--- config.mk ---
export PLATFORM = sky130hd
export DESIGN_NAME = cdr_ram
export DESIGN_NICKNAME = d
export VERILOG_FILES = /design/src/design/cdr_ram.sv
export SDC_FILE = /design/constraint.sdc
export NUM_CORES = 2
export LEC_CHECK = 0
export BUFFER_PORTS_ARGS = -buffer_cell sky130_fd_sc_hd__buf_2
export CAP_MARGIN = 20
export CORE_MARGIN = 2
export CORE_UTILIZATION = 37
export DETAILED_ROUTE_END_ITERATION = 8
export PLACE_DENSITY = 0.54
export RECOVER_POWER = 100
export SYNTH_ARGS = -nofsm -noshare
export SYNTH_HDL_FRONTEND = slang
export SYNTH_SLANG_ARGS = --single-unit
--- constraint.sdc ---
create_clock -name clk_i -period 2.89 [get_ports clk_i]
set_input_delay 0.289 -clock clk_i [delete_from_list [all_inputs] [get_ports clk_i]]
set_output_delay 0.289 -clock clk_i [all_outputs]
set_load 0.02 [all_outputs]
--- src/design/cdr_ram.sv ---
`timescale 1ns / 1ps
`default_nettype none

module cdr_ram #(
  parameter int WIDTH = 8,
  parameter int DEPTH = 512
) (
  input  wire logic                     clk_i,
  input  wire logic                     we_i,
  input  wire logic [$clog2(DEPTH)-1:0] waddr_i,
  input  wire logic [WIDTH-1:0]         wdata_i,
  input  wire logic [$clog2(DEPTH)-1:0] raddr_i,
  output logic      [WIDTH-1:0]         rdata_o
);

  logic [WIDTH-1:0] mem [DEPTH];

  always_ff @(posedge clk_i) begin
    if (we_i) begin
      mem[waddr_i] <= wdata_i;
    end
    rdata_o <= mem[raddr_i];
  end

endmodule

`default_nettype wire

# Word level (Yosys, flattened, before mapping)
# Memories as Yosys holds them, arrays and structs flattened. A register that Yosys moved wholly into a read port is not among the register bits.
# Cells that the tools add are included.
# classes
add_sub_neg	0
n_mul	0
div	0
n_lt_le_gt_ge	0
eq_ne	0
shift	0
muxes	2
bitwise_logic	0
n_reduce_logical	0
# op_table
cell	count
2-to-1 mux 1 bit	2
# word_totals
reg_bits	0
latchBits	0
ramBits	4096
mem_bits_ro	0
inputBits	28
output_inout_bits	8
word_cells	3
memories	1
# mem_list
name	words	width	read_ports	rd_ports_with_merged_regs	write_ports	line_no	text
mem	512	8	1	1	1	16	logic [WIDTH-1:0] mem [DEPTH];

# Depth between registers and ports, before layout
# depth
ltp_word	2
ltp_mapped	12
depth_no_buf	7

# Worst setup path before layout
# Ideal clock, no wire load.
# synth_path
kind	input to register
startpoint	input raddr_i[0]
endpoint	register rdata_o[0] (read register of mem)
setup_ps	118
t_arrival_ps	2143
required_ps	2772
path_slack_ps	629
path_stages	10
n_path_buf	4
path_cell_list	buf_4 > buf_12 > buf_12 > buf_2 > mux4_2 > o21ai_0 > nand3_1 > nand4_1 > o21ai_0 > o2111a_1
# synth_rtl
item	line_no	text
start, declared	12	input wire logic [$clog2(DEPTH)-1:0] raddr_i,
end, declared	13	output logic [WIDTH-1:0] rdata_o

==> run_results.csv <==
group,metric,value,unit
setup_path,startpoint_type,"input port",
synthesis,ys.flop_type,"edfxtp_1",
synthesis,synth_cells,8030,
setup_path,critPathMaxStageDelay,0.65,ns
global_route,grt_use_total,20.5,%
timing,fin_crit_sh,99.5,%
outcome,violations,"capacitance limit, slew limit",
synthesis,async_reset_ff_share,0,%
clock_tree,clockBufferDepth,4,
timing,fin_skew,0.103,ns
route,wl_per_cell,29.6,um
worst_hold_path,hold_path_class,"input port to flip-flop",
global_route,grt_pass1_wl,645000,um
setup_path,critical_path_arrival,3.81,ns
setup_path,crit_path_cell_trace,"buf_12 -> buf_6 -> buf_12 -> buf_12 -> mux2i_1 -> o221ai_1 -> o22ai_1 -> o21ai_0 -> nand4_1 -> nand2_1 -> o2111a_1",
run,drv_cap,11,
setup_path,crit_fanout,22,
timing,worst_pin_slew,2.63,ns
global_route,gr-total-overflow,0,
route,drt-initial-drc-count,10000,
route,firstDrtPassIters,5,
floorplanning,start_util,37.1,%
clock_tree,clkLatencyLatePin,1.03,ns
worst_hold_path,hold_start,"waddr_i[8]",
floorplanning,design.core.area,431000,um^2
setup_path,end_kind,"flip-flop",
setup_path,cp.required,3.83,ns
clock_tree,cts_made_buffers,420,
floorplanning,die_area,438000,um^2
setup_path,cpMostUsedCell,"buf_12",
timing,hold_viol_final,0,
finish,drive_gt1_share,22.3,%
finish,fin_area,188000,um^2
route,vias,85400,
timing,fin_crit,2.88,ns
placement,hpwl,298000,um
placement,gp_congestion,0.864,
synthesis,synthesis.area,160000,um^2
floorplanning,io_pins,36,
finish,area_delta_synth_final,17.7,%
timing,rsz0062_at_grt,"false",
timing,slew_headroom,-75.5,%
synthesis,synth_edf_count,4096,
global_route,antenna_found_initial,34,
global_route,grt_pass1_vias,86400,
synthesis,synth.distinct_cells,51,
setup_path,crit_slowest_cell,"o21ai_0",
synthesis,yosysSeqAreaShare,77.0,%
setup_path,critPathKind,"input port to flip-flop",
floorplanning,fp.dieH,661,um
route,via_per_inst,5.56,
clock_tree,cts_root_buf,"clkbuf_16",
synthesis,synth_warnings,0,
placement,port_buffers,35,
timing,maxSlewViolCount,595,
power_and_ir_drop,power.density,673,nW/um^2
finish,nets,9323,
route,wl,455000,um
power_and_ir_drop,leakagePower,60.3,nW
floorplanning,die_w,661,um
timing,max_freq,348,MHz
placement,placed_cell_area,177000,um^2
global_route,grt_start_max_net_pins,90,
floorplanning,rows,241,
setup_path,startpoint,"raddr_i[0]",
clock_tree,clkSlewWorstSetupHoldPaths,0.06,ns
route,drc,0,
setup_path,r2r_start,"mem[305][7]$_DFFE_PP_",
synthesis,ys_seq_elements,4104,
clock_tree,htree_levels,5,
timing,setup_viol,0,
finish,layout_common_cells,"edfxtp_1 (4096), mux2i_1 (797), mux4_2 (654)",
outcome,outcome,"complete, but fails checks",
clock_tree,cts_tree,"yes",
synthesis,syn_nets,8058,
route,antenna_left,0,
finish,postLayoutCoreUtil,43.7,%
clock_tree,cts_sinks,4104,
power_and_ir_drop,peakVddDrop,0.563,mV
synthesis,syn_avg_cell_area,19.9,um^2
finish,final_common_cell,"edfxtp_1",
clock_tree,post_cts_buffers,0,
logic make-up after synthesis:
| kind of cell | Yosys count | share of synthesized area [%] |
|---|---|---|
| AOI/OAI and AO/OA | 979 | 4.31 |
| DFF | 4104 | 77.0 |
| buffers and inverters | 516 | 1.85 |
| and+or+nand+nor | 980 | 2.63 |
| muxes | 1451 | 14.2 |
state kept, by name, indices dropped and copies added (netlist names):
name / count
rdata_o: 8
mem: 4096
stage by stage:
stage                     setup slack (ns)  instances  TNS (ns)  hold slack (ns)  power, mW
after CTS                            0.142      15400         0           0.0717        128
after floorplan                      0.629       8030         0            0.388       70.0
after detailed placement            -0.880      14600     -6.21            0.813       73.9
after global placement               -1.17      14600     -6.63            0.809       73.9
final                               0.0149      15400         0            0.139        127
after global routing                0.0384      15400         0            0.141        130
cells in the mapped netlist, drive strengths merged (36+ instances only):
cell type	n	area, um^2
a21oi	194	971
a22oi	61	458
buf	248	1950
clkbuf	265	995
edfxtp	4096	123000
mux2i	797	7980
mux4	654	14700
nand2	111	417
nand3	36	180
nor2	597	2240
nor3	109	546
nor4	36	225
o21ai	119	596
o221ai	372	3260
o22ai	163	1020
power breakdown:
part / switching, mW / total, mW / internal, mW
logic: 4.42 / 6.92 / 2.49
registers: 0.100 / 65.7 / 65.6
clock network: 23.1 / 54.1 / 31.1
total: 27.6 / 127 / 99.1
layer usage:
layer	share of wire, %	vias up	GRT usage, %
met5	0.0092	-	0
met4	2.5	6	5.05
met3	7.1	583	3.06
met2	49	3332	33.7
met1	42	45400	28.7
li1	-	36100	-
critical path, delay by kind of cell:
family / cells / cell delay (ns)
muxes: 1 / 0.09
AOI/OAI and AO/OA: 4 / 1.40
buffers and inverters: 4 / 1.07
and+or+nand+nor: 2 / 0.79
worst paths after layout:
path | cells after the start | slack, ns | end
worst max-delay path | 11 | 0.01 | rdata_o[5]$_DFF_P_
worst min-delay path | 5 | 0.14 | mem[425][1]$_DFFE_PP_
worst max register to register | 9 | 0.04 | rdata_o[7]$_DFF_P_
worst min register to register | 6 | 1.06 | rdata_o[6]$_DFF_P_
repair_timing:
item / CTS / global route
gates cloned: 0 / 0
hold buffers: 10 / 0
hold endpoints to repair: 378 / 0
gates resized for setup: 5 / 1
setup endpoints to repair: 4 / 1
layout make-up:
cell class | count | area [um^2]
Clock buffer | 490 | 10900
Tap cell | 5710 | 7140
Inverter | 3 | 18.8
Antenna cell | 13 | 32.5
Fill cell | 37300 | 242000
Sequential cell | 4104 | 123000
Clock inverter | 277 | 2850
Multi-Input combinational cell | 3410 | 34000
Timing Repair Buffer | 1356 | 10200
(Power assumes the default switching activity.)
