### src/design/cdr_pkg.sv
`timescale 1ns / 1ps
`default_nettype none

package cdr_pkg;

  localparam int MAX_REQUEST  = 256;
  localparam int STORE_DEPTH  = 256;
  localparam int IDX_W        = $clog2(STORE_DEPTH);
  localparam int CNT_W        = $clog2(STORE_DEPTH + 1);
  localparam int HEADER_BYTES = 12;
  localparam int MIN_QUERY    = 17;
  localparam int ANSWER_BYTES = 16;
  localparam int TAIL_BYTES   = 5;   // root byte, type, class
  localparam int RAM_DEPTH    = 2 * STORE_DEPTH;
  localparam int RAM_AW       = $clog2(RAM_DEPTH);
  localparam int JOB_DEPTH    = 2;
  localparam int JOB_PTR_W    = $clog2(JOB_DEPTH);
  localparam int JOB_CNT_W    = $clog2(JOB_DEPTH + 1);

  localparam int BEAT_BYTES   = 8;
  localparam int BEAT_W       = 8 * BEAT_BYTES;
  localparam int BCNT_W       = 4;
  localparam int OUT_DATA_W   = 72;

  localparam int CFG_IDX_W    = 1;
  localparam int CFG_W        = 32;
  localparam logic [CFG_IDX_W-1:0] REG_ANSWER_ADDRESS = 1'b0;
  localparam logic [CFG_IDX_W-1:0] REG_ANSWER_TTL     = 1'b1;
  localparam logic [CFG_W-1:0] ADDRESS_RESET = 32'hC0A8_0401;
  localparam logic [CFG_W-1:0] TTL_RESET     = 32'd60;

  // header byte positions
  localparam logic [CNT_W-1:0] HDR_FLAGS_HI = 9'd2;
  localparam logic [CNT_W-1:0] HDR_FLAGS_LO = 9'd3;
  localparam logic [CNT_W-1:0] HDR_QD_HI    = 9'd4;
  localparam logic [CNT_W-1:0] HDR_QD_LO    = 9'd5;
  localparam logic [CNT_W-1:0] HDR_AN_HI    = 9'd6;
  localparam logic [CNT_W-1:0] HDR_AN_LO    = 9'd7;
  localparam logic [CNT_W-1:0] HDR_NS_HI    = 9'd8;
  localparam logic [CNT_W-1:0] HDR_NS_LO    = 9'd9;
  localparam logic [CNT_W-1:0] HDR_AR_HI    = 9'd10;
  localparam logic [CNT_W-1:0] HDR_AR_LO    = 9'd11;

  typedef struct packed {
    logic             bank;
    logic             drop;
    logic [CNT_W-1:0] qlen;
  } job_t;

  // Byte k of the fixed A answer record.
  function automatic logic [7:0] answer_byte(input logic [3:0] k,
                                             input logic [CFG_W-1:0] ttl,
                                             input logic [CFG_W-1:0] addr);
    logic [7:0] b;
    case (k)
      4'd0:    b = 8'hC0;
      4'd1:    b = 8'h0C;
      4'd2:    b = 8'h00;
      4'd3:    b = 8'h01;
      4'd4:    b = 8'h00;
      4'd5:    b = 8'h01;
      4'd6:    b = ttl[31:24];
      4'd7:    b = ttl[23:16];
      4'd8:    b = ttl[15:8];
      4'd9:    b = ttl[7:0];
      4'd10:   b = 8'h00;
      4'd11:   b = 8'h04;
      4'd12:   b = addr[31:24];
      4'd13:   b = addr[23:16];
      4'd14:   b = addr[15:8];
      default: b = addr[7:0];
    endcase
    return b;
  endfunction

endpackage

`default_nettype wire

### src/design/cdr_job_fifo.sv
`timescale 1ns / 1ps
`default_nettype none

module cdr_job_fifo (
  input  wire logic   clk_i,
  input  wire logic   rst_ni,
  input  wire logic   push_i,
  input  cdr_pkg::job_t job_i,
  output logic        full_o,
  input  wire logic   pop_i,
  output cdr_pkg::job_t job_o,
  output logic        empty_o
);
  import cdr_pkg::*;

  job_t                 slot_q [JOB_DEPTH];
  logic [JOB_PTR_W-1:0] wr_q, rd_q;
  logic [JOB_CNT_W-1:0] count_q;

  assign full_o  = (count_q == JOB_CNT_W'(JOB_DEPTH));
  assign empty_o = (count_q == '0);
  assign job_o   = slot_q[rd_q];

  always_ff @(posedge clk_i) begin
    if (push_i) begin
      slot_q[wr_q] <= job_i;
    end
  end

  always_ff @(posedge clk_i or negedge rst_ni) begin
    if (!rst_ni) begin
      wr_q    <= '0;
      rd_q    <= '0;
      count_q <= '0;
    end else begin
      if (push_i) begin
        wr_q <= (wr_q == JOB_PTR_W'(JOB_DEPTH - 1)) ? '0 : wr_q + JOB_PTR_W'(1);
      end
      if (pop_i) begin
        rd_q <= (rd_q == JOB_PTR_W'(JOB_DEPTH - 1)) ? '0 : rd_q + JOB_PTR_W'(1);
      end
      case ({push_i, pop_i})
        2'b10:   count_q <= count_q + JOB_CNT_W'(1);
        2'b01:   count_q <= count_q - JOB_CNT_W'(1);
        default: count_q <= count_q;
      endcase
    end
  end

endmodule

`default_nettype wire

### config.mk
export PLATFORM = sky130hd
export DESIGN_NAME = cdr_job_fifo
export DESIGN_NICKNAME = d
export VERILOG_FILES = /design/src/design/cdr_pkg.sv /design/src/design/cdr_job_fifo.sv
export SDC_FILE = /design/constraint.sdc
export NUM_CORES = 1
export LEC_CHECK = 0
export CAP_MARGIN = 20
export CORE_UTILIZATION = 40
export DETAILED_ROUTE_END_ITERATION = 16
export DONT_BUFFER_PORTS = 1
export SLEW_MARGIN = 20
export SYNTH_ARGS = -nofsm -noshare
export SYNTH_HDL_FRONTEND = slang
export SYNTH_SLANG_ARGS = --single-unit
### constraint.sdc
create_clock -name clk_i -period 1.6 [get_ports clk_i]
set_input_delay 0.08 -clock clk_i [delete_from_list [all_inputs] [get_ports clk_i]]
set_output_delay 0.08 -clock clk_i [all_outputs]
set_load 0.1 [all_outputs]
### Yosys cells after proc, flatten, opt, wreduce, memory -nomap -nowiden

Memories as Yosys holds them, arrays and structs flattened.
Index checks and enable logic that the tools add are counted.

| word-level totals | value |
|---|---|
| memory bits (writable) | 22 |
| input port bits | 15 |
| output and inout port bits | 13 |
| memories | 1 |
| register bits | 4 |
| word-level logic and storage cells | 18 |

| cells by class | value |
|---|---|
| add/sub/neg operators | 4 |
| mux-type cells | 5 |
| reductions and logical operators | 2 |
| eq/ne operators | 3 |

Memory list:

| memory | depth | width | read ports | clocked after memory_dff | wr ports | RTL line | source |
|---|---|---|---|---|---|---|---|
| slot_q | 2 | 11 | 1 | 0 | 1 | cdr_job_fifo.sv:16 | `job_t slot_q [JOB_DEPTH];` |

Operators by type and width:

| cell | count |
|---|---|
| 2-bit equality test (second input constant) | 2 |
| 1-bit 2-to-1 mux | 4 |
| 2-bit one-hot mux with 2 select lines | 1 |
| 1-bit adder (second input constant) | 2 |
| 2-bit by 1-bit adder with 2-bit output (second input constant) | 1 |
| 2-bit by 1-bit equality test with 1-bit output (second input constant) | 1 |
| 2-bit zero test | 1 |
| 2-bit nonzero test | 1 |
| 2-bit by 1-bit subtractor with 2-bit output (second input constant) | 1 |

### Logic depth before layout (Yosys ltp)

| logic depth | value |
|---|---|
| depth in word-level cells | 2 |
| depth in mapped cells | 5 |
| depth with buffers taken out | 5 |

### Least setup slack after synthesis

No wires, ideal clock.

| path | value |
|---|---|
| path kind | flip-flop to output port |
| start point | register count_q[0] |
| end point | output empty_o |
| slack | -0.157 ns |
| buffers on the path | 0 |
| data arrival time | 1.677 ns |
| required time | 1.520 ns |
| stages on the path, launching flop included | 2 |
| cell sequence | dfrtp_1 -> nor2_1 |

| on the way | value |
|---|---|
| cells in the longest elaborated chain, start to end | 1 |

Ends and longest elaborated chain:

| item | RTL line | source |
|---|---|---|
| start, declared | cdr_job_fifo.sv:18 | `logic [JOB_CNT_W-1:0] count_q;` |
| start signal, assigned | cdr_job_fifo.sv:43 | `2'b10: count_q <= count_q + JOB_CNT_W'(1);` |
| start signal, assigned | cdr_job_fifo.sv:44 | `2'b01: count_q <= count_q - JOB_CNT_W'(1);` |
| start signal, assigned | cdr_job_fifo.sv:45 | `default: count_q <= count_q;` |
| 2-bit zero test | cdr_job_fifo.sv:21 | `assign empty_o = (count_q == '0);` |
| end, declared | cdr_job_fifo.sv:12 | `output logic empty_o` |

Every way passes these cells.

==> metrics <==
status=finished clean; final core utilization=53.16%; final instance area=1199 µm²; post-synthesis cell area=978.4 µm²; Worst Clk Skew=about 0.0041 ns; initial antenna violation count=0; Synth cell types=11; fin crit period=between 1.5 and 2 ns; pin count of the biggest net entering global routing=15; DR iter-0 viols=6; leading area contributor after synthesis=edfxtp_1; GP Congestion=0.6118; port bufs=0; clk_lat worst skew=0.30 ns; synthesized net count=66; Rel. slew slack=a little under two thirds; dpl cell area=1031 µm²; top post-synthesis cells by count=edfxtp_1, mux2_2, dfrtp_1; number of max-cap violations=0; Worst Path Max Fanout=12; Initial Util=43.40%; Post-synth top flop=edfxtp_1; Max Slew Vio Count=0; root buf cell=clkbuf_4; setup TNS=0 ns; routed vias=482; kind of critical path=flop to output port; standard-cell rows=17; CP max-delay cell=mux2_2; gr ovfl total=0; CTS tree=built; Die Area=2648 µm²; Peak Freq=646.3 MHz; synth top area cells=edfxtp_1, mux2_2, dfrtp_1; chip height=51.46 µm; top-area cell type share of the netlist area=67.52%; register-to-register setup slack=between 0.3 and 0.4 ns; worst path bufs/invs=0; final net count=87; top-count cell post-synth=edfxtp_1; Max Root-Sink Buffers=2; Hold Fails Final Rpt=0; Vias/cell=4.918; Core Region=2255 µm²; GRT Util Overall=11.82%; Crit. End Element=output port; TritonRoute pass-1 iters=4; Routed Wire Length=1415 µm; layout cells sized above 1=28.57%; antenna viol nets, final=0; unrepaired setup endpoints after global routing=yes; clock-pin slew on the worst setup and hold paths=about 0.13 ns; IO Pins=28; number of CTS-inserted buffers=3; Worst Max-Slew Pin Slew=0.5469 ns; H-Tree Depth=1; clk sinks=26; Hold Path Class=input pin to asynchronous set/reset pin; Fillers=210; post-layout worst setup margin=about 0.053 ns; final cycle utilization of the critical path=96.71%; Critical Path RT=1.52 ns; FF+latch count, synth=26; layout overhead on the synthesized area=22.51%; CP peak stage delay=0.60 ns; crit path cell chain=mux2_2; CP delay by family, top=multiplexers; DP Worst Slack=0.2392 ns; Syn Area/Cell=19.57 µm²; Synth Instances=50; Setup violations, final=0; routed len/inst=14.44 µm; post-synthesis async set-or-reset flop share=15.38%; Startpoint Class=flop; number of global-route vias before repair=518; DRC viols=0; ant diodes=0; Ys Warns=0; Die W=approximately 51 µm; Post-synth EDFFs=22; WP data arrival=1.47 ns; Seq/Total Area, Yosys=77.75%; first-pass GRT wire length=2166 µm
## layout by cell type, fill, tap and decap left out
cell type and n:
xor2_1 3, and2b_2 1, and2_1 1, dfrtp_1 3, nor2_1 2, buf_4 3
nor2_2 1, dlygate4sd3_1 14, dfrtp_2 1, ha_1 1, xnor2_1 2, mux2_2 11
edfxtp_1 22, inv_1 1, clkinv_1 1, clkbuf_4 3
## repair_timing
action / CTS / global route
setup buffers: 0 / 0
setup endpoints to repair: 11 / 9
hold buffers: 14 / 0
resized for setup: 1 / 0
endpoints found under the hold margin: 29 / 0
cloned: 0 / 0
## flip-flops by register name, indices dropped and copies added (netlist names)
register and flops:
rd_q 1, count_q 2, slot_q 22, wr_q 1
## cells by family (layout without fill, tap and decap cells)
kind of cell             after synthesis  in the layout  share of synthesized area, %
adder cells (fa/ha/maj)                1              1                         1.279
buffers and inverters                  2             22                         1.151
XOR/XNOR                               5              5                         4.477
AND/OR/NAND/NOR                        5              5                         2.686
flip-flops                            26             26                         77.75
multiplexers                          11             11                         12.66
## final timing paths
| check | endpoint | startpoint | depth (start not counted) |
|---|---|---|---|
| max in group asynchronous | rd_q$_DFFE_PN0P_ | rst_ni | 1 |
| hold reg to reg | wr_q$_DFFE_PN0P_ | wr_q$_DFFE_PN0P_ | 1 |
| hold / removal | wr_q$_DFFE_PN0P_ | rst_ni | 1 |
| setup reg to reg | slot_q[1][5]$_DFFE_PP_ | wr_q$_DFFE_PN0P_ | 1 |
| setup / recovery | job_o[8] | rd_q$_DFFE_PN0P_ | 1 |
| min in group clk_i | count_q[0]$_DFFE_PN0P_ | push_i | 3 |
## stage by stage
stage | hold slack, ns | cells
detailed placement | -0.2155 | 80
finish | 0.03422 | 98
floorplan | -0.2156 | 50
CTS | 0.02142 | 98
global placement | -0.2155 | 80
global route | 0.01491 | 98
## layer usage
metal,vias up,wire length (µm),track usage [%]
met5,-,0,0
met2,15,774,21.65
met1,239,542,12.72
li1,226,-,-
met4,0,13,5.405
met3,2,84,2.679
## final cells by class
class	instances	area [µm²]	area share, %
clock buffers	3	22.52	1.879
clock inverters	1	3.754	0.3132
inverters	1	3.754	0.3132
multi-input cells	22	209.0	17.43
flip-flops and latches	26	762.0	63.57
well taps	28	35.03	2.923
repair buffers	17	162.7	13.57
Power is not shown: default switching activity piles up to over one toggle a cycle in this logic, so the estimate is an artifact.
