<file path="src/design/cdr_pkg.sv">
`timescale 1ns / 1ps
`default_nettype none

package cdr_pkg;

  localparam int MAX_REQUEST  = 256;
  localparam int STORE_DEPTH  = 256;
  localparam int IDX_W        = $clog2(STORE_DEPTH);
  localparam int CNT_W        = $clog2(STORE_DEPTH + 1);
  localparam int HEADER_BYTES = 12;
  localparam int MIN_QUERY    = 17;
  localparam int ANSWER_BYTES = 16;
  localparam int TAIL_BYTES   = 5;   // root byte, type, class
  localparam int RAM_DEPTH    = 2 * STORE_DEPTH;
  localparam int RAM_AW       = $clog2(RAM_DEPTH);
  localparam int JOB_DEPTH    = 2;
  localparam int JOB_PTR_W    = $clog2(JOB_DEPTH);
  localparam int JOB_CNT_W    = $clog2(JOB_DEPTH + 1);

  localparam int BEAT_BYTES   = 8;
  localparam int BEAT_W       = 8 * BEAT_BYTES;
  localparam int BCNT_W       = 4;
  localparam int OUT_DATA_W   = 72;

  localparam int CFG_IDX_W    = 1;
  localparam int CFG_W        = 32;
  localparam logic [CFG_IDX_W-1:0] REG_ANSWER_ADDRESS = 1'b0;
  localparam logic [CFG_IDX_W-1:0] REG_ANSWER_TTL     = 1'b1;
  localparam logic [CFG_W-1:0] ADDRESS_RESET = 32'hC0A8_0401;
  localparam logic [CFG_W-1:0] TTL_RESET     = 32'd60;

  // header byte positions
  localparam logic [CNT_W-1:0] HDR_FLAGS_HI = 9'd2;
  localparam logic [CNT_W-1:0] HDR_FLAGS_LO = 9'd3;
  localparam logic [CNT_W-1:0] HDR_QD_HI    = 9'd4;
  localparam logic [CNT_W-1:0] HDR_QD_LO    = 9'd5;
  localparam logic [CNT_W-1:0] HDR_AN_HI    = 9'd6;
  localparam logic [CNT_W-1:0] HDR_AN_LO    = 9'd7;
  localparam logic [CNT_W-1:0] HDR_NS_HI    = 9'd8;
  localparam logic [CNT_W-1:0] HDR_NS_LO    = 9'd9;
  localparam logic [CNT_W-1:0] HDR_AR_HI    = 9'd10;
  localparam logic [CNT_W-1:0] HDR_AR_LO    = 9'd11;

  typedef struct packed {
    logic             bank;
    logic             drop;
    logic [CNT_W-1:0] qlen;
  } job_t;

  // Byte k of the fixed A answer record.
  function automatic logic [7:0] answer_byte(input logic [3:0] k,
                                             input logic [CFG_W-1:0] ttl,
                                             input logic [CFG_W-1:0] addr);
    logic [7:0] b;
    case (k)
      4'd0:    b = 8'hC0;
      4'd1:    b = 8'h0C;
      4'd2:    b = 8'h00;
      4'd3:    b = 8'h01;
      4'd4:    b = 8'h00;
      4'd5:    b = 8'h01;
      4'd6:    b = ttl[31:24];
      4'd7:    b = ttl[23:16];
      4'd8:    b = ttl[15:8];
      4'd9:    b = ttl[7:0];
      4'd10:   b = 8'h00;
      4'd11:   b = 8'h04;
      4'd12:   b = addr[31:24];
      4'd13:   b = addr[23:16];
      4'd14:   b = addr[15:8];
      default: b = addr[7:0];
    endcase
    return b;
  endfunction

endpackage

`default_nettype wire

</file>
<file path="src/design/cdr_front.sv">
`timescale 1ns / 1ps
`default_nettype none

module cdr_front (
  input  wire logic                       clk_i,
  input  wire logic                       rst_ni,
  input  wire logic                       s_valid_i,
  output logic                            s_ready_o,
  input  wire logic [7:0]                 query_byte_i,
  input  wire logic                       query_last_i,
  output logic                            ram_we_o,
  output logic [cdr_pkg::RAM_AW-1:0]      ram_waddr_o,
  output logic [7:0]                      ram_wdata_o,
  output logic                            job_push_o,
  output cdr_pkg::job_t                   job_o,
  input  wire logic                       job_full_i
);
  import cdr_pkg::*;

  logic [CNT_W-1:0] cnt_q, cnt_d;
  logic [CNT_W-1:0] next_q, next_d;
  logic             closed_q, closed_d;
  logic             overrun_q, overrun_d;
  logic             qd_hi_ok_q, qd_hi_ok_d;
  logic             qd_lo_ok_q, qd_lo_ok_d;
  logic             bank_q, bank_d;
  logic             accept;
  logic [CNT_W:0]   qlen;
  logic             drop;

  // bank of the oldest queued job equals bank_q only when the queue is full
  assign s_ready_o   = !job_full_i;
  assign accept      = s_valid_i && s_ready_o;
  assign ram_wdata_o = query_byte_i;
  assign ram_waddr_o = {bank_q, cnt_q[IDX_W-1:0]};

  always_comb begin
    cnt_d      = cnt_q;
    next_d     = next_q;
    closed_d   = closed_q;
    overrun_d  = overrun_q;
    qd_hi_ok_d = qd_hi_ok_q;
    qd_lo_ok_d = qd_lo_ok_q;
    bank_d     = bank_q;
    ram_we_o   = 1'b0;
    job_push_o = 1'b0;

    if (accept && cnt_q < CNT_W'(MAX_REQUEST)) begin
      ram_we_o = 1'b1;
      cnt_d    = cnt_q + CNT_W'(1);
      if (cnt_q == HDR_QD_HI) begin
        qd_hi_ok_d = (query_byte_i == 8'h00);
      end
      if (cnt_q == HDR_QD_LO) begin
        qd_lo_ok_d = (query_byte_i == 8'h01);
      end
      if (!closed_q && !overrun_q && cnt_q == next_q) begin
        if (query_byte_i == 8'h00) begin
          closed_d = 1'b1;
        end else begin
          next_d = cnt_q + CNT_W'(query_byte_i) + CNT_W'(1);
          if (next_d >= CNT_W'(MAX_REQUEST)) begin
            overrun_d = 1'b1;
          end
        end
      end
    end

    qlen = {1'b0, next_d} + (CNT_W+1)'(TAIL_BYTES);
    drop = (cnt_d < CNT_W'(MIN_QUERY)) || !qd_hi_ok_d || !qd_lo_ok_d || !closed_d ||
           (qlen > {1'b0, cnt_d}) || (qlen > (CNT_W+1)'(STORE_DEPTH));
    job_o.bank = bank_q;
    job_o.drop = drop;
    job_o.qlen = qlen[CNT_W-1:0];

    if (accept && query_last_i) begin
      job_push_o = 1'b1;
      bank_d     = !bank_q;
      cnt_d      = '0;
      next_d     = CNT_W'(HEADER_BYTES);
      closed_d   = 1'b0;
      overrun_d  = 1'b0;
    end
  end

  always_ff @(posedge clk_i or negedge rst_ni) begin
    if (!rst_ni) begin
      cnt_q      <= '0;
      next_q     <= CNT_W'(HEADER_BYTES);
      closed_q   <= 1'b0;
      overrun_q  <= 1'b0;
      qd_hi_ok_q <= 1'b0;
      qd_lo_ok_q <= 1'b0;
      bank_q     <= 1'b0;
    end else begin
      cnt_q      <= cnt_d;
      next_q     <= next_d;
      closed_q   <= closed_d;
      overrun_q  <= overrun_d;
      qd_hi_ok_q <= qd_hi_ok_d;
      qd_lo_ok_q <= qd_lo_ok_d;
      bank_q     <= bank_d;
    end
  end

endmodule

`default_nettype wire

</file>
<file path="config.mk">
export PLATFORM = sky130hd
export DESIGN_NAME = cdr_front
export DESIGN_NICKNAME = d
export VERILOG_FILES = /design/src/design/cdr_pkg.sv /design/src/design/cdr_front.sv
export SDC_FILE = /design/constraint.sdc
export NUM_CORES = 1
export LEC_CHECK = 0
export BUFFER_PORTS_ARGS = -buffer_cell sky130_fd_sc_hd__buf_2
export CAP_MARGIN = 20
export CELL_PAD_IN_SITES_DETAIL_PLACEMENT = 0
export CELL_PAD_IN_SITES_GLOBAL_PLACEMENT = 1
export CORE_ASPECT_RATIO = 0.5
export CORE_MARGIN = 3
export CORE_UTILIZATION = 42
export DETAILED_ROUTE_END_ITERATION = 16
export GPL_TIMING_DRIVEN = 0
export HOLD_SLACK_MARGIN = 0.06
export PLACE_DENSITY_LB_ADDON = 0.1
export SYNTH_ARGS = -nofsm -noshare
export SYNTH_HDL_FRONTEND = slang
export SYNTH_SLANG_ARGS = --single-unit
</file>
<file path="constraint.sdc">
create_clock -name clk_i -period 7.74 [get_ports clk_i]
set_input_delay 0.774 -clock clk_i [delete_from_list [all_inputs] [get_ports clk_i]]
set_output_delay 0.774 -clock clk_i [all_outputs]
set_load 0.005 [all_outputs]
</file>
After elaboration in Yosys (flattened, before gate mapping)
Cells that the tools add are included.

word-level totals
  bits in latches = 0
  input port bits = 13
  register bits after elaboration = 23
  RAM bits = 0
  memories kept = 0
  ROM bits = 0

operators by class
  bitwise gates (word level) = 0
  $mul = 0
  equality and inequality tests = 5
  multiplexer cells = 21
  reductions and logical operators = 22
  magnitude comparators = 5
  divide/modulo/power cells = 0
  shift operators = 0
  add/sub/neg operators = 4

operator list
  operator              count
  $mux 9                6
  $add 9x1->9 const B   2
  $eq 9x3->1 const B    2
  $mux 1                15
  $add 9x3->10 const B  1
  $gt 10x9->1           1
  $gt 10x9->1 const B   1
  $add 9x8->9           1
  $eq 9x9->1            1
  $ge 9x9->1 const B    1
  $lt 9x5->1 const B    1
  $lt 9x9->1 const B    1
  $eq 8x1->1 const B    1
  $logic_not 8->1       1
  $logic_not 1->1       7
  $reduce_bool 2->1     3
  $logic_and 1x1->1     5
  $logic_or 1x1->1      5
  $reduce_and 4->1      1
  $ne 2x1->1 const B    1

Longest topological paths before layout
  word-level depth = 10
  mapped depth = 24

Worst setup path before layout
No wires, ideal clock.

  kind = input port to output port
  start point = input port query_byte_i[4]
  end point = output port job_o[9] (netlist name)
  path slack = 1.461 ns
  data arrival time = 5.505 ns
  buffers on the path = 3
  stages = 22
  path through = or4_1 -> nor4b_2 -> or4_1 -> buf_2 -> buf_1 -> a21oi_1 -> inv_1 -> ha_1 -> nor2_1 -> mux2_1 -> a211o_1 -> or3_1 -> and2_1 -> ha_1 -> nand2_1 -> nor3_1 -> o21ai_0 -> nor3_1 -> nand3b_1 -> nor4_1 -> nor3_1 -> buf_4

RTL lines
  what             RTL line         source
  start, declared  cdr_front.sv:9   input wire logic [7:0] query_byte_i,
  end, declared    cdr_front.sv:15  output cdr_pkg::job_t job_o,

Worst setup path after layout
  start point = input port query_byte_i[4]
  end point = output port job_o[9] (netlist name)

on the way
  cells in the longest elaborated chain, start to end = 9
  elaborated cells between the ends (all ways) = 25
  classes of those cells = add/sub: 3; order compare: 2; eq/ne: 1; mux: 10; reduce/logical: 9

RTL lines
  what                                                     RTL line                                           source
  $add 9x8->9 / $logic_not 8->1 (equally long branches)    cdr_front.sv:61, cdr_front.sv:52, cdr_front.sv:58
  $add 9x1->9 / $mux 1 (equally long branches)             cdr_front.sv:61, cdr_front.sv:51
  $mux 9 / $mux 1 (equally long branches)                  cdr_front.sv:58, cdr_front.sv:48
  $mux 9 / $logic_not 1->1 (equally long branches)         cdr_front.sv:57, cdr_front.sv:70
  $mux 9 / $logic_or 1x1->1 (equally long branches)        cdr_front.sv:48, cdr_front.sv:70
  $add 9x3->10 / $logic_or 1x1->1 (equally long branches)  cdr_front.sv:69, cdr_front.sv:70
  $gt 10x9->1 / $logic_or 1x1->1 (equally long branches)   cdr_front.sv:71, cdr_front.sv:70
  $logic_or 1x1->1                                         cdr_front.sv:70                                    drop = (cnt_d < CNT_W'(MIN_QUERY)) || !qd_hi_ok_d || !qd_lo_ok_d || !closed_d ||
  $logic_or 1x1->1 (*)                                     cdr_front.sv:71                                    (qlen > {1'b0, cnt_d}) || (qlen > (CNT_W+1)'(STORE_DEPTH));

Every way passes the cells marked *; elsewhere a longest branch is shown, timed or not.

==> results.md <==
- Fin Clk Skew: 0.00189 ns
- Cell area power density: 192 nW/um^2
- R2r setup slk: 4.88 ns
- CTS Buffer Depth: 2
- Core region area: 5230 um^2
- Cts hold-fix bufs: 0
- Outcome: complete, no violations
- Worst-Skew Late Latency: 0.26 ns
- Pre-antenna DRT Iters: 4
- Mapped Nets: 328
- Share of cells above drive strength 1: 23.6%
- Sw power: 216 uW
- Via count: 2260
- CP arrival: 6.42 ns
- Multi-input gate area: 1610 um^2
- Worst Setup Path Type: in2out
- Vias per cell: 5.53
- Placed cells: 405
- Hold Fails Final Rpt: 0
- Leak: 0.00133 uW
- Total Power: 538 uW
- Worst setup path end: job_o[9]
- Yosys cell types: 55
- Slew Limit Headroom: 33.9%
- Sequential power share: 28.8%
- #FFs+latches synth: 23
- FF+latch area: 578 um^2
- FMAX: 139 MHz
- Clock Power Share: 21.3%
- Total CTS buffers: 3
- Initial DRC Count: 87
- Placer Congestion: 0.837
- Critical path launch point type: input port
- Number of synthesized flops with an enable pin: 0
- WL final: 6.70 mm
- Post-synthesis sequential area ratio: 23.9%
- H-tree levels: 1
- Max-slew violations: 0
- Worst-Margin Slew: 0.984 ns
- First-pass GRT wire length: 11.0 mm
- Reg2Reg Launch Point: cnt_q[0]$_DFF_PN0_
- Worst hold path class: in2async
- Initial Utilization: 46.3%
- Syn Std Cell Area: 2420 um^2
- Maxcap violations: 0
- Ys Warns: 0
- Fill count: 535
- RSZ-0062 raised after global routing: no
- Peak VDD IR: 0.117 mV
- Worst Setup Slack, final: 0.545 ns
- Layout net count: 376
- Most numerous cell in the Yosys netlist: nor2_1
- P_int: 322 uW
- Setup WS pre-CTS: 0.474 ns
- Grt total ovfl: 0
- R2r endpoint: next_q[8]$_DFF_PN0_
- Post-route setup TNS: 0 ns
- Initial antenna violation count: 0
- Top cells by count, synth: 33 x nor2_1, 22 x ha_1, 21 x dfrtp_1, 21 x xnor2_1, 19 x buf_4
- Largest cells by area after synthesis: dfrtp_1 22%, ha_1 11%, xnor2_1 7.6%
- Area Overhead vs Synth: 16.2%
- CTS Root Cell: clkbuf_16
- Routed Antenna Nets: 0
- Die Ht: 59.7 um
- HPWL after detailed placement: 5.47 mm
- Clock transition at path regs: 0.06 ns
- Minimum clock period: 7.19 ns
- Vias in the first global route: 2144
- Die area: 6760 um^2
- CTS tree: done
- Avg Cell Area, Syn: 8.28 um^2
- Area leader, netlist: dfrtp_1
- CP required: 6.97 ns
- All-layer global routing usage: 21.0%
- Top_reg_cell synth: dfrtp_1
- Fin cells: 409
- Clock sink total: 23
- Fraction of registers with async set/reset: 100%
- Final setup vio count: 0
- IO Pins: 44
- Share of the synthesized area in the top cell type: 21.7%
- Worst-path maximum fanout: 10
- Switching portion of total power: 40.2%
- Combinational power share: 49.9%
- Row cnt: 18
- Largest net degree at the start of global routing: 24
- Synth Instances: 292
- Reg2Reg Depth: 9
- Port Buffers: 43
- CP Launch Point: query_byte_i[4]
- Die Width: 113 um
- Diodes inserted: 0
- Fin crit share: 93.0%
- Average routed wire per standard cell: 16.4 um
- Worst setup EP type: output port
- Drc violations: 0
-- how the worst min path moves through the flow --
stage	slack [ns]	to	start	cells past startpoint
after detailed placement	0.49	qd_hi_ok_q$_DFF_PN0_	qd_hi_ok_q$_DFF_PN0_	1
after global routing	0.51	qd_lo_ok_q$_DFF_PN0_	qd_lo_ok_q$_DFF_PN0_	1
after CTS	0.50	qd_hi_ok_q$_DFF_PN0_	qd_hi_ok_q$_DFF_PN0_	1
after global placement	0.48	qd_hi_ok_q$_DFF_PN0_	qd_hi_ok_q$_DFF_PN0_	1
final	0.49	bank_q$_DFFE_PN0P_	rst_ni	1
after floorplan	0.46	overrun_q$_DFFE_PN0P_	overrun_q$_DFFE_PN0P_	2
-- power by group through the flow --
| stage | Combinational (uW) | Clock, uW | Sequential, uW |
|---|---|---|---|
| 2_1_floorplan | 198 | 0 | 148 |
| 3_3_place_gp | 262 | 0 | 156 |
| 3_5_place_dp | 266 | 0 | 157 |
| 4_1_cts | 269 | 117 | 155 |
| 5_1_grt | 308 | 120 | 159 |
| 6_report | 268 | 115 | 155 |
-- placed cells by master, fill, tap and decap left out, drive strengths merged, types with 8 or more instances in the layout --
cell type   n
dfrtp      21
a21oi      13
nor3        9
nand3      10
nor2       33
xnor2      21
ha         22
xor2        8
o21ai      13
buf        66
nand2      14
inv        14
clkbuf      8
-- cell families after synthesis --
logic type / Yosys count / share of synthesized area, %
AO/OA/AOI/OAI: 56 / 15.2
XOR/XNOR: 30 / 11.4
adder cells (fa/ha/maj): 23 / 12.2
buffers and inverters: 44 / 9.88
flip-flops: 23 / 23.9
multiplexers: 7 / 3.16
AND/OR/NAND/NOR: 109 / 24.3
-- registers in the layout (all words and copies together) (netlist names) --
signal	flops
bank_q	1
cnt_q	9
closed_q	1
qd_lo_ok_q	1
overrun_q	1
next_q	9
qd_hi_ok_q	1
-- cell type report --
cell class,instances,share of cell area [%]
inverters,16,2.18
clock inverters,1,0.178
flip-flops and latches,23,20.6
clock buffers,3,2.67
plain buffers,28,6.32
repair buffers,43,7.66
multi-input cells,225,57.3
well taps,70,3.12
-- stage by stage --
| stage | instance area (um^2) | utilization, % | hold WS [ns] |
|---|---|---|---|
| global placement | 2720 | 52.1 | 0.475 |
| floorplan | 2420 | - | 0.463 |
| finish | 2810 | 53.8 | 0.491 |
| CTS | 2800 | 53.6 | 0.501 |
| detailed placement | 2720 | 52.1 | 0.487 |
| global route | 2810 | 53.8 | 0.510 |
-- worst max-delay path: stages --
cell and delay (ns):
buf_2 0.11, or4_1 0.59, nor4b_4 0.41, or4_1 0.22
buf_2 0.22, buf_1 0.33, a21oi_1 0.16, inv_1 0.13
ha_1 0.30, nor2_1 0.10, mux2_1 0.32, a211o_1 0.33
or3_1 0.40, and2_1 0.18, ha_1 0.30, nand2_1 0.08
nor3_1 0.25, o21ai_0 0.13, nor3_1 0.36, nand3b_1 0.15
nor4_1 0.20, nor3_1 0.09, buf_4 0.13, buf_2 0.11
-- metal layers --
metal,part of all wire (%),up-vias,track usage (%)
met3,8.1,6,3.84
met1,51,1066,33.0
met4,0.51,0,2.40
li1,-,1125,-
met5,0,-,0
met2,40,63,30.6
-- timing repair --
item	in CTS	in global routing
setup buffers	0	0
endpoints found under the setup margin	0	1
resized for setup	0	1
No activity file was read; power rests on OpenSTA's default activity.
